## src/smm_isqrt.sv

```systemverilog
// pipelined integer square root, one root bit per stage
`default_nettype none
module smm_isqrt #(
    parameter int IN_W   = 64,
    parameter int SIDE_W = 1
) (
    input  wire logic                clk,
    input  wire logic                rst_n,
    input  wire logic                en,
    input  wire logic                vld_in,
    input  wire logic [IN_W-1:0]     n_in,
    input  wire logic [SIDE_W-1:0]   side_in,
    output logic                     vld_out,
    output logic [IN_W/2-1:0]        root_out,
    output logic [SIDE_W-1:0]        side_out
);
    localparam int OUT_W = IN_W / 2;
    localparam int RW    = OUT_W + 3;

    logic [OUT_W-1:0]  vld_reg;
    logic [IN_W-1:0]   n_reg    [OUT_W-1];
    logic [RW-1:0]     rem_reg  [OUT_W-1];
    logic [OUT_W-1:0]  root_reg [OUT_W];
    logic [SIDE_W-1:0] side_reg [OUT_W];

    logic [IN_W-1:0]   src_n    [OUT_W];
    logic [RW-1:0]     src_rem  [OUT_W];
    logic [OUT_W-1:0]  src_root [OUT_W];
    logic [IN_W-1:0]   n_next    [OUT_W];
    logic [RW-1:0]     rem_next  [OUT_W];
    logic [OUT_W-1:0]  root_next [OUT_W];

    // one digit step per stage: bring down two bits, try root*4+1
    always_comb
    begin
        logic [RW-1:0] rem_sh;
        logic [RW-1:0] trial;
        logic          ge;
        src_n[0]    = n_in;
        src_rem[0]  = '0;
        src_root[0] = '0;
        for (int k = 1; k < OUT_W; k++)
        begin
            src_n[k]    = n_reg[k-1];
            src_rem[k]  = rem_reg[k-1];
            src_root[k] = root_reg[k-1];
        end
        for (int k = 0; k < OUT_W; k++)
        begin
            rem_sh       = {src_rem[k][RW-3:0], src_n[k][IN_W-1:IN_W-2]};
            trial        = {1'b0, src_root[k], 2'b01};
            ge           = (rem_sh >= trial);
            rem_next[k]  = ge ? (rem_sh - trial) : rem_sh;
            root_next[k] = {src_root[k][OUT_W-2:0], ge};
            n_next[k]    = {src_n[k][IN_W-3:0], 2'b00};
        end
    end

    // valid bits
    always_ff @(posedge clk or negedge rst_n)
    begin
        if (!rst_n)
            vld_reg <= '0;
        else if (en)
            vld_reg <= {vld_reg[OUT_W-2:0], vld_in};
    end

    // stage payload
    always_ff @(posedge clk)
    begin
        if (en)
        begin
            side_reg[0] <= side_in;
            for (int k = 1; k < OUT_W; k++)
                side_reg[k] <= side_reg[k-1];
            for (int k = 0; k < OUT_W; k++)
                root_reg[k] <= root_next[k];
            for (int k = 0; k < OUT_W - 1; k++)
            begin
                n_reg[k]   <= n_next[k];
                rem_reg[k] <= rem_next[k];
            end
        end
    end

    assign vld_out  = vld_reg[OUT_W-1];
    assign root_out = root_reg[OUT_W-1];
    assign side_out = side_reg[OUT_W-1];
endmodule
`default_nettype wire

```

## config.mk

```make
export PLATFORM = sky130hd
export DESIGN_NAME = smm_isqrt
export DESIGN_NICKNAME = d
export VERILOG_FILES = /design/src/smm_isqrt.sv
export SDC_FILE = /design/constraint.sdc
export NUM_CORES = 2
export LEC_CHECK = 0
export BUFFER_PORTS_ARGS = -buffer_cell sky130_fd_sc_hd__clkbuf_2
export CORE_UTILIZATION = 45
export CTS_BUF_LIST = sky130_fd_sc_hd__clkbuf_4 sky130_fd_sc_hd__clkbuf_8 sky130_fd_sc_hd__clkbuf_16
export CTS_CLUSTER_DIAMETER = 60
export CTS_CLUSTER_SIZE = 25
export DETAILED_ROUTE_END_ITERATION = 16
export GPL_TIMING_DRIVEN = 0
export PLACE_DENSITY = 0.67
export SETUP_SLACK_MARGIN = 0.5
export SLEW_MARGIN = 20
export SYNTH_ARGS = -nofsm -noshare
export SYNTH_HDL_FRONTEND = slang
export SYNTH_MEMORY_MAX_BITS = 65536
export SYNTH_SLANG_ARGS = --single-unit
export TNS_END_PERCENT = 5
```

## constraint.sdc

```tcl
create_clock -name clk -period 5.3 [get_ports clk]
set_input_delay 0.795 -clock clk [delete_from_list [all_inputs] [get_ports clk]]
set_output_delay 0.795 -clock clk [all_outputs]
set_load 0.01 [all_outputs]
```

# Yosys cells after proc, flatten, opt, wreduce, memory -nomap -nowiden
# Memory sizes are Yosys's and may differ from the RTL's.
# Cells that the tools add are included.
# op_classes
order_cmp	32
n_reduce_logical	0
n_addsub	31
eq_ne	0
div_mod_pow	0
bitwise_logic	0
mul	0
muxes	33
n_shift	0
# ops
op	count
$ge 35x34->1	31
$mux 35	31
$sub 35x34->35	30
$sub 2x1->3 const B	1
$ge 2x1->1 const B	1
$mux 1	2
# word_totals
mem_bits_rw	4063
out_inout_bits	34
mem_count	4
in_bits	69
latch_bits	0
rom_bits	0
regBits	32
# memory_table
memory	words	word_bits	read_ports	rd_clocked_by_memory_dff	write_ports	line	text
n_reg	31	62	31	0	31	21	logic [IN_W-1:0] n_reg [OUT_W-1];
rem_reg	31	35	31	0	31	22	logic [RW-1:0] rem_reg [OUT_W-1];
root_reg	32	32	32	0	32	23	logic [OUT_W-1:0] root_reg [OUT_W];
side_reg	32	1	32	0	32	24	logic [SIDE_W-1:0] side_reg [OUT_W];

# Longest topological paths before layout
# An unclocked memory read counts as a cell.
# depth
ltp_word	3
mapped_depth	15
ltp_nobuf	12

# Least setup slack after synthesis
# No wires, ideal clock.
# synth_path
kind	register to register
start	memory rem_reg[0][468] in the netlist's numbering
end	memory rem_reg[0][499] in the netlist's numbering, data pin
required_ns	5.044
stages_incl_launch_ff	11
n_path_buf	2
path_slack_ns	1.964
synth_period_minus_slack_ns	3.336
arrival_ns	3.080
path_cell_list	edfxtp_1 -> ha_1 -> or4_1 -> or3_1 -> or4_1 -> nor3_1 -> o21ai_1 -> or2_1 -> clkbuf_1 -> clkbuf_1 -> a31o_2
# synth_lines
element	line
start: declaration	22

==> metrics.txt <==
HP Class=in -> reg; CTS buffer count=181; main flop type after synthesis=edfxtp_1; Max Freq=213 MHz; Int Pwr=37700 uW; share of post-route cells with drive strength above 1=6.79%; Worst Setup Path Type=reg -> reg; drt via density=5.40; endpoints failing setup=0; syn_nets=9801; switching part of the total=30.2%; Clk network pwr share=27.6%; synthesized area per cell=12.9 sq um; CP max stage cell=clkbuf_1; initial DRC count=5546; Psw=16300 uW; initial core utilization=45.2%; Final ANT Viol Nets=0; Worst-path clk slew=0.09 ns; clk sink count=2558; WL final=239000 um; H-Tree Depth=4; Reg power frac=50.4%; sequential element share of the synthesized area=64.6%; Reg area=76700 sq um; die width=516 um; fillcell total=22500; Worst EP arrival=5.26 ns; Worst EP required=5.86 ns; Placeable Area=262000 sq um; Pwr Total=53900 uW; Syn Inst Count=9171; Final period util=88.6%; Worst setup EP type=flop; Worst setup SP type=flop; Placer Congestion=0.921; Yosys cell types=93; CTS tree=yes; MaxCap Viol Count=0; IO buf count=102; area of the mapped netlist=119000 sq um; Post-synth EDFFs=2526; FFs w/ async S/R, synth=1.25%; grt ovf=0; CP delay by family, top=compound AO/OA/AOI/OAI gates; Max Clock Skew=0.0573 ns; initial antenna violation count=4; number of global-route vias before repair=69500; status=finished clean; GRT Util Overall=17.8%; number of flip-flops in the largest register=992; Die Span Y=516 um; P_leak=0.0495 uW; vias=71000; routed len/inst=18.1 um; clock buffer depth=3; part of the power in combinational logic=22.0%; final core utilization=49.9%; Worst path depth=10; R2R cell count=10; final hold violation count=0; Slew @ Worst Pin=1.07 ns; Root Buffer=clkbuf_16; Pwr Density=412 nW/um^2; WP buf/inv=2; setup TNS=0 ns; DIE AREA=266000 sq um; Slew HR=27.9%; Final Max Slew Viols=0; # IOs=103; crit path max fanout=10; crit path cell chain=ha_1 -> nand4_1 -> nor3_1 -> a221oi_1 -> a211oi_1 -> o21ai_0 -> o31ai_2 -> clkbuf_1 -> clkbuf_1 -> a21oi_1; DRT Pass-1 Iters=6; first-pass GRT wire length=377000 um; Layout area overhead=10.4%; largest net degree at the start of global routing=108; final worst slack=0.605 ns; Synth warnings=0; post-CTS setup buffer count=0; Clock Latency Late Sink=0.88 ns; Cells on Worst Hold Path=1; Most common cell on crit path=clkbuf_1; synthesis-stage register bit count=2558; Worst path max stage delay=0.64 ns; Multi-input gate area=38500 sq um; final worst path period need=4.70 ns; RSZ-0062 raised after global routing=true; worst slack, placed=0.267 ns; DP HPWL=177000 um; Final nets=10100; residual DRC count=0; peak supply drop=321 uV; # rows=188
[power groups by stage]
stage                     Combinational, uW  Clock, uW  Sequential [uW]
after floorplan                        8620          0            26900
after global placement                11500          0            29600
after detailed placement              11700          0            27700
after CTS                             11800      15400            27200
after global routing                  13200      16100            27500
final                                 11900      14900            27200
[layout by cell type (no fill, tap or decap), drive strengths merged, types with 23 or more instances in the layout]
cell    synthesis  routed
edfxtp       2526    2526
inv           717     779
nand2         655     655
ha            561     561
o21ai         538     538
nor2          518     518
a21oi         513     513
clkbuf        164     458
xor2          402     402
xnor2         401     401
a21o          260     260
nor3          257     257
nand3         145     145
nor4          121     121
or3           113     113
nand2b        111     111
mux2          104     104
o21a           89      89
nand4          85      85
nor2b          80      80
a31oi          67      67
and3           61      61
o31ai          60      60
buf            32      59
or4            56      56
clkinv          0      53
a211oi         51      51
o21bai         48      48
or2            42      42
dfrtp          32      32
o211ai         29      29
and2           27      27
nand3b         25      25
a21boi         23      23
[final cells by class]
class                           count  area share (%)
Clock buffer                      191            3.51
Timing Repair Buffer              142            1.08
Buffer                            196           0.606
Multi-Input combinational cell   5700            29.4
Inverter                          717            2.06
Tap cell                         3515            3.36
Sequential cell                  2558            58.5
Antenna cell                        3         0.00573
Clock inverter                    139            1.44
[repair_timing]
action,CTS,global route
gates resized for setup,2,4
gates cloned,0,0
hold endpoints to repair,43,0
hold buffers,12,0
endpoints found under the setup margin,24,45
[final timing paths]
kind / to / slack, ns / startpoint
hold reg to reg: n_reg[0][549] / 0.40 / n_reg[0][485]
min in group asynchronous: vld_reg[0] / 0.55 / rst_n
setup / recovery: rem_reg[1][152] / 0.60 / rem_reg[1][111]
hold / removal: n_reg[0][38] / 0.08 / n_in[38]
max in group asynchronous: vld_reg[22] / 4.27 / rst_n
setup reg to reg: rem_reg[1][152] / 0.60 / rem_reg[1][111]
[per-stage QoR]
step                      cells  area [sq um]  hold WS, ns
after floorplan            9171        119000        0.400
after global placement    12800        124000        0.401
after detailed placement  12800        124000        0.405
after CTS                 13200        131000     0.000985
after global routing      13200        131000       0.0253
final                     13200        131000       0.0836
[routing by layer]
layer	GRT usage (%)	wire, um
met2	30.8	118000
met3	2.15	9490
met4	5.65	6890
met5	0	13
met1	23.1	105000
[kinds of logic after synthesis]
kind of cell	share of synthesized area [%]
other cells	0.00316
mux	1.09
flops	64.6
compound gates	9.72
fa+ha+maj	5.92
buf+inv	2.94
simple gates	9.81
xor+xnor	5.93
[Yosys cell counts, drive strengths merged, types with 15 or more instances]
master / instances / area (sq um)
clkbuf: 164 / 616
a211oi: 51 / 383
nor4: 121 / 793
nor3b: 20 / 150
ha: 561 / 7020
a2111oi: 20 / 176
or4: 56 / 432
mux2: 104 / 1170
a21o: 260 / 1950
o21bai: 48 / 360
a21oi: 513 / 2570
nor2: 518 / 1940
o211ai: 29 / 228
or2: 42 / 265
nand4: 85 / 532
a211o: 15 / 131
edfxtp: 2526 / 75900
o31ai: 60 / 450
dfrtp: 32 / 801
nand3: 145 / 726
buf: 32 / 176
or3: 113 / 722
a31oi: 67 / 419
inv: 717 / 2690
nor2b: 80 / 500
xor2: 402 / 3520
o21a: 89 / 668
and2: 27 / 169
xnor2: 401 / 3510
nor3: 257 / 1290
and3: 61 / 382
o21ai: 538 / 2690
nand3b: 25 / 188
nand2b: 111 / 697
a21boi: 23 / 173
nand2: 655 / 2460
(Power assumes the default switching activity.)
