==> src/smm_div.sv <==
// pipelined restoring divider, one quotient bit per stage, lanes share the divisor
`default_nettype none
module smm_div #(
    parameter int LANES  = 1,
    parameter int DEN_W  = 32,
    parameter int Q_W    = 24,
    parameter int SIDE_W = 1
) (
    input  wire logic                   clk,
    input  wire logic                   rst_n,
    input  wire logic                   en,
    input  wire logic                   vld_in,
    input  wire logic [DEN_W+Q_W-1:0]   num_in [LANES],
    input  wire logic [DEN_W-1:0]       den_in,
    input  wire logic [SIDE_W-1:0]      side_in,
    output logic                        vld_out,
    output logic [Q_W-1:0]              q_out [LANES],
    output logic [SIDE_W-1:0]           side_out
);
    localparam int NUM_W = DEN_W + Q_W;

    logic [Q_W-1:0]    vld_reg;
    logic [DEN_W-1:0]  den_reg  [Q_W-1];
    logic [DEN_W-1:0]  rem_reg  [Q_W-1][LANES];
    logic [Q_W-1:0]    sq_reg   [Q_W][LANES];
    logic [SIDE_W-1:0] side_reg [Q_W];

    logic [DEN_W-1:0]  src_den  [Q_W];
    logic [DEN_W-1:0]  src_rem  [Q_W][LANES];
    logic [Q_W-1:0]    src_sq   [Q_W][LANES];
    logic [DEN_W-1:0]  rem_next [Q_W][LANES];
    logic [Q_W-1:0]    sq_next  [Q_W][LANES];

    // shift one dividend bit in, subtract when it fits; quotient bits fill from below
    always_comb
    begin
        logic [DEN_W:0] rem_sh;
        logic           ge;
        src_den[0] = den_in;
        for (int l = 0; l < LANES; l++)
        begin
            src_rem[0][l] = num_in[l][NUM_W-1:Q_W];
            src_sq[0][l]  = num_in[l][Q_W-1:0];
        end
        for (int k = 1; k < Q_W; k++)
        begin
            src_den[k] = den_reg[k-1];
            for (int l = 0; l < LANES; l++)
            begin
                src_rem[k][l] = rem_reg[k-1][l];
                src_sq[k][l]  = sq_reg[k-1][l];
            end
        end
        for (int k = 0; k < Q_W; k++)
        begin
            for (int l = 0; l < LANES; l++)
            begin
                rem_sh = {src_rem[k][l], src_sq[k][l][Q_W-1]};
                ge     = (rem_sh >= {1'b0, src_den[k]});
                rem_next[k][l] = ge ? DEN_W'(rem_sh - {1'b0, src_den[k]})
                                    : rem_sh[DEN_W-1:0];
                sq_next[k][l]  = {src_sq[k][l][Q_W-2:0], ge};
            end
        end
    end

    // valid bits
    always_ff @(posedge clk or negedge rst_n)
    begin
        if (!rst_n)
            vld_reg <= '0;
        else if (en)
            vld_reg <= {vld_reg[Q_W-2:0], vld_in};
    end

    // stage payload
    always_ff @(posedge clk)
    begin
        if (en)
        begin
            side_reg[0] <= side_in;
            for (int k = 1; k < Q_W; k++)
                side_reg[k] <= side_reg[k-1];
            for (int k = 0; k < Q_W; k++)
                for (int l = 0; l < LANES; l++)
                    sq_reg[k][l] <= sq_next[k][l];
            for (int k = 0; k < Q_W - 1; k++)
            begin
                den_reg[k] <= src_den[k];
                for (int l = 0; l < LANES; l++)
                    rem_reg[k][l] <= rem_next[k][l];
            end
        end
    end

    always_comb
    begin
        for (int l = 0; l < LANES; l++)
            q_out[l] = sq_reg[Q_W-1][l];
    end
    assign vld_out  = vld_reg[Q_W-1];
    assign side_out = side_reg[Q_W-1];
endmodule
`default_nettype wire

==> config.mk <==
export PLATFORM = sky130hd
export DESIGN_NAME = smm_div
export DESIGN_NICKNAME = d
export VERILOG_FILES = /design/src/smm_div.sv
export SDC_FILE = /design/constraint.sdc
export NUM_CORES = 2
export LEC_CHECK = 0
export BUFFER_PORTS_ARGS = -buffer_cell sky130_fd_sc_hd__buf_2
export CORE_AREA = 2 2 455 457
export DETAILED_ROUTE_END_ITERATION = 12
export DIE_AREA = 0 0 457 459
export PLACE_DENSITY = 0.71
export SYNTH_ARGS = -nofsm -noshare
export SYNTH_HDL_FRONTEND = slang
export SYNTH_SLANG_ARGS = --single-unit
==> constraint.sdc <==
create_clock -name clk -period 4.4 [get_ports clk]
set_input_delay 0.44 -clock clk [delete_from_list [all_inputs] [get_ports clk]]
set_output_delay 0.44 -clock clk [all_outputs]
set_load 0.1 [all_outputs]
## Word level (Yosys, flattened, before mapping)

Memory sizes are Yosys's and may differ from the RTL's.
Index checks and enable logic that the tools add are counted.

| word-level totals | value |
|---|---|
| register bits after elaboration | 24 |
| RAM bits | 2072 |
| input bits | 93 |
| output and inout port bits | 26 |
| logic and storage cells | 77 |
| memories | 4 |

| cells by class | value |
|---|---|
| add/subtract/negate cells | 23 |
| order comparisons | 24 |
| muxes and demuxes | 25 |

Memory list:

| name | words | width | read ports | clocked after Yosys merged registers in | write ports | RTL line | RTL |
|---|---|---|---|---|---|---|---|
| den_reg | 23 | 32 | 23 | 0 | 23 | 23 | `logic [DEN_W-1:0] den_reg [Q_W-1];` |
| rem_reg | 23 | 32 | 23 | 0 | 23 | 24 | `logic [DEN_W-1:0] rem_reg [Q_W-1][LANES];` |
| sq_reg | 24 | 24 | 24 | 0 | 24 | 25 | `logic [Q_W-1:0] sq_reg [Q_W][LANES];` |
| side_reg | 24 | 1 | 24 | 0 | 24 | 26 | `logic [SIDE_W-1:0] side_reg [Q_W];` |

Operator list:

| operator | count |
|---|---|
| 33-bit by 32-bit greater-or-equal comparator with 1-bit output | 24 |
| 32-bit two-way mux | 23 |
| 32-bit subtractor | 23 |
| 1-bit two-way mux | 2 |

## Logic depth before layout (Yosys ltp)

| logic depth | value |
|---|---|
| depth in word-level cells | 2 |
| gate-level depth with buffers | 16 |
| mapped depth without buffers | 13 |

## Worst setup path before layout

OpenSTA, ideal clock, no wires.

| timing | value |
|---|---|
| path type | flip-flop to flip-flop |
| from | memory rem_reg[0][163] (netlist bit) |
| to | memory rem_reg[0][215] (netlist bit), data pin |
| library setup time | 0.260 ns |
| arrival | 3.244 ns |
| required time | 4.140 ns |
| path slack | 0.896 ns |
| cell stages (with the launch flop) | 13 |
| buffers on the path | 1 |
| clock period less this slack | 3.504 ns |
| cell sequence | edfxtp_1 -> ha_1 -> a21o_1 -> a31oi_1 -> a21oi_1 -> o41a_1 -> a22o_1 -> a221oi_2 -> o21a_1 -> o21ai_2 -> a41oi_4 -> buf_6 -> mux2_2 |

RTL lines:

| item | RTL line |
|---|---|
| from (decl) | 24 |

==> impl_results.md <==
- Status: completed
- Via-to-Cell Ratio: 5.79
- Max incr delay on CP: 0.55 ns
- Post-synth EDFFs: 2,072
- Number of CTS-inserted buffers: 220
- Clock slew at reported path FFs: 0.06 ns
- RSZ-0062 raised after global routing: false
- Final Power: 92,800 uW
- Synth area leader: edfxtp_1
- Mapped Nets: 10,400
- Mapped Cells: 9,479
- Largest net degree at the start of global routing: 159
- Post-CTS Setup Repair Bufs: 0
- Crit. End Element: flip-flop
- YS warnings: 0
- Synthesized area per cell: 11.8 um^2
- Critical Path Source Type: flip-flop
- Ports: 119
- TritonCTS clock tree: yes
- R2r startpoint: rem_reg[1][84]
- Area delta synth->final: 11.3%
- Synth cell types: 88
- Flops & latches, synth: 2,096
- Layout cells sized above 1: 0.101
- Port Buf Inserts: 118
- Final TNS setup: 0 ns
- Endpoint of the worst-slack reg-to-reg timing path: rem_reg[1][126]
- Leakage: 0.0508 uW
- Number of cell rows: 167
- Crit path from: rem_reg[1][84]
- Dpl cells: 12,200
- Worst min path class: input pin to async pin
- Final ANT Viol Nets: 0
- Slew at the pin closest to its max-slew limit: 0.953 ns
- Top cell type's share of synthesized area: 0.555
- Worst Path Required: 4.99 ns
- Cell Pwr Density: 744 nW/um^2
- Final RePlAce weighted congestion: 0.948
- Max Transition Viols Final: 0
- Critical path class: flip-flop to flip-flop
- Final WL: 262,000 um
- Max-cap viol count: 0
- Final Core Density: 0.606
- Peak supply drop: 483 uV
- Nets@finish: 10,700
- Count leader, synth: edfxtp_1
- Reg2reg path depth: 10
- Cell area after synthesis: 112,000 um^2
- Worst-path cell with the longest stage delay: or4_1
- Synth top area cells: edfxtp_1 (56%), ha_1 (8.6%), mux2_2 (3.7%)
- Initial antenna violation count: 3
- Crit path arrival time: 4.75 ns
- FMAX: 0.240 GHz
- R2R Setup Slk: 0.24 ns
- Main synth FF type: edfxtp_1
- Crit path cell chain: ha_1, and2_1, nand3_1, or4_1, nor4_1, nor4b_1, a211oi_1, nor2_4, a211oi_1, or3b_2
- Detailed-router iteration count before antenna repair: 8
- Vias in the first global route: 72,500
- WL per Instance: 20.6 um
- Finished Layout Cells: 12,700
- Worst skew pair latency: 0.87 ns
- Final Setup Violations: 0
- Die X: 457 um
- Dpl hpwl: 196,000 um
- Crit path to: rem_reg[1][126]
- FILL cells: 16,300
- Root Driver: clkbuf_16
- CTS Sinks: 2,096
- Tot GR Track Use: 0.246
- Worst Path Max Fanout: 22
- Synth cell count leaders: edfxtp_1 (2,072), inv_1 (999), ha_1 (768)
- Height of the die: 459 um
- DR vias: 73,600
- Hold Vio Cnt, Final: 0
- Synth async-reset ratio: 0.0115
- Residual DRC: 0
- Pre-CTS WS: 0.251 ns
- CTS Buffer Depth: 3
- Core Area: 206,000 um^2
- Detailed Route Iter0 Violations: 6,089
- First-pass GRT wire length: 405,000 um
- Slew headroom: 0.365
- Most used cell, CP: a211oi_1
- Grt ovf: 0
- DIE AREA: 210,000 um^2
- # H-tree levels: 4
- Part of the Yosys area used for sequential elements: 0.561
- Setup WS post-layout: 0.240 ns
- Final worst path period need: 4.16 ns
- Initial Util: 0.545
- Fin crit share: 0.945
- Clock skew: 0.0593 ns
-- worst max-delay path, delay by kind of cell, from the launching register on --
kind,cells,cell delay (ns)
AOI/OAI and AO/OA,2,0.85
DFF,1,0.44
and+or+nand+nor,7,2.20
adders and majority gates,1,0.39
-- area by class of cell --
cell class	count	area, um^2	share of cell area
Sequential cell	2096	62800	0.504
Multi-Input combinational cell	6159	44600	0.358
Clock buffer	271	5790	0.0464
Inverter	1000	3750	0.0301
Tap cell	2704	3380	0.0271
Timing Repair Buffer	320	2680	0.0215
Clock inverter	142	1650	0.0132
Antenna cell	5	12.5	0.000100
-- metrics by stage --
step,instance area (um^2),hold WS (ns)
3_5_place_dp,116000,0.405
2_1_floorplan,112000,0.144
4_1_cts,125000,0.0304
3_3_place_gp,116000,0.400
5_1_grt,125000,0.107
6_report,125000,0.0990
-- layout by cell type, fill, tap and decap left out, types with 27 or more instances in the layout --
cell type,instances
xnor2_1,335
o21bai_1,90
nor3b_1,29
inv_1,999
clkinv_2,30
nor2b_1,118
buf_2,117
a21boi_0,44
xor2_1,235
o21a_1,98
nand3_1,133
a21o_1,368
o211ai_1,39
nor2_1,418
nand2b_1,114
buf_4,85
clkbuf_1,45
and2_1,47
or2_2,30
mux2i_1,45
a21oi_1,634
nor3_1,108
dlygate4sd3_1,91
clkinv_1,44
o21ai_0,582
clkbuf_16,223
nand2_1,694
edfxtp_1,2072
a211oi_1,58
or3_1,29
buf_12,27
nand4_1,128
ha_1,768
bufinv_16,29
and3_1,81
mux2_2,371
a31oi_1,70
o31ai_1,88
-- worst min-delay path by stage --
| stage | from | endpoint | depth (start not counted) |
|---|---|---|---|
| after floorplan | rst_n | vld_reg[0] | 0 |
| after global placement | side_reg[1][5] | side_reg[1][6] | 0 |
| final | rst_n | vld_reg[0] | 2 |
| after CTS | rst_n | vld_reg[0] | 2 |
| after detailed placement | sq_reg[0][81] | sq_reg[0][106] | 0 |
| after global routing | rst_n | vld_reg[0] | 2 |
-- power breakdown --
group          total [uW]  switching [uW]  internal (uW)
registers           32700            3500          29200
clock network       19000            7880          11100
logic               41100           23100          18000
-- metal layers --
metal | up-vias | global-route usage | part of all wire
met2 | 1932 | 0.434 | 0.50
met1 | 35500 | 0.306 | 0.41
met3 | 569 | 0.0295 | 0.043
li1 | 35600 | - | -
met5 | - | 0 | 0
met4 | 0 | 0.104 | 0.043
-- repair_timing --
action | 4_1_cts | 5_1_grt
resized for setup | 0 | 1
hold buffers | 91 | 0
endpoints found under the setup margin | 0 | 2
endpoints found under the hold margin | 133 | 0
-- cells by family after synthesis --
kind of cell | share of synthesized area
buffers and inverters | 0.0427
flip-flops | 0.561
AO/OA/AOI/OAI | 0.133
multiplexers | 0.0413
XOR/XNOR | 0.0446
adder cells (fa/ha/maj) | 0.0899
AND/OR/NAND/NOR | 0.0884
No activity file was read; power rests on OpenSTA's default activity.
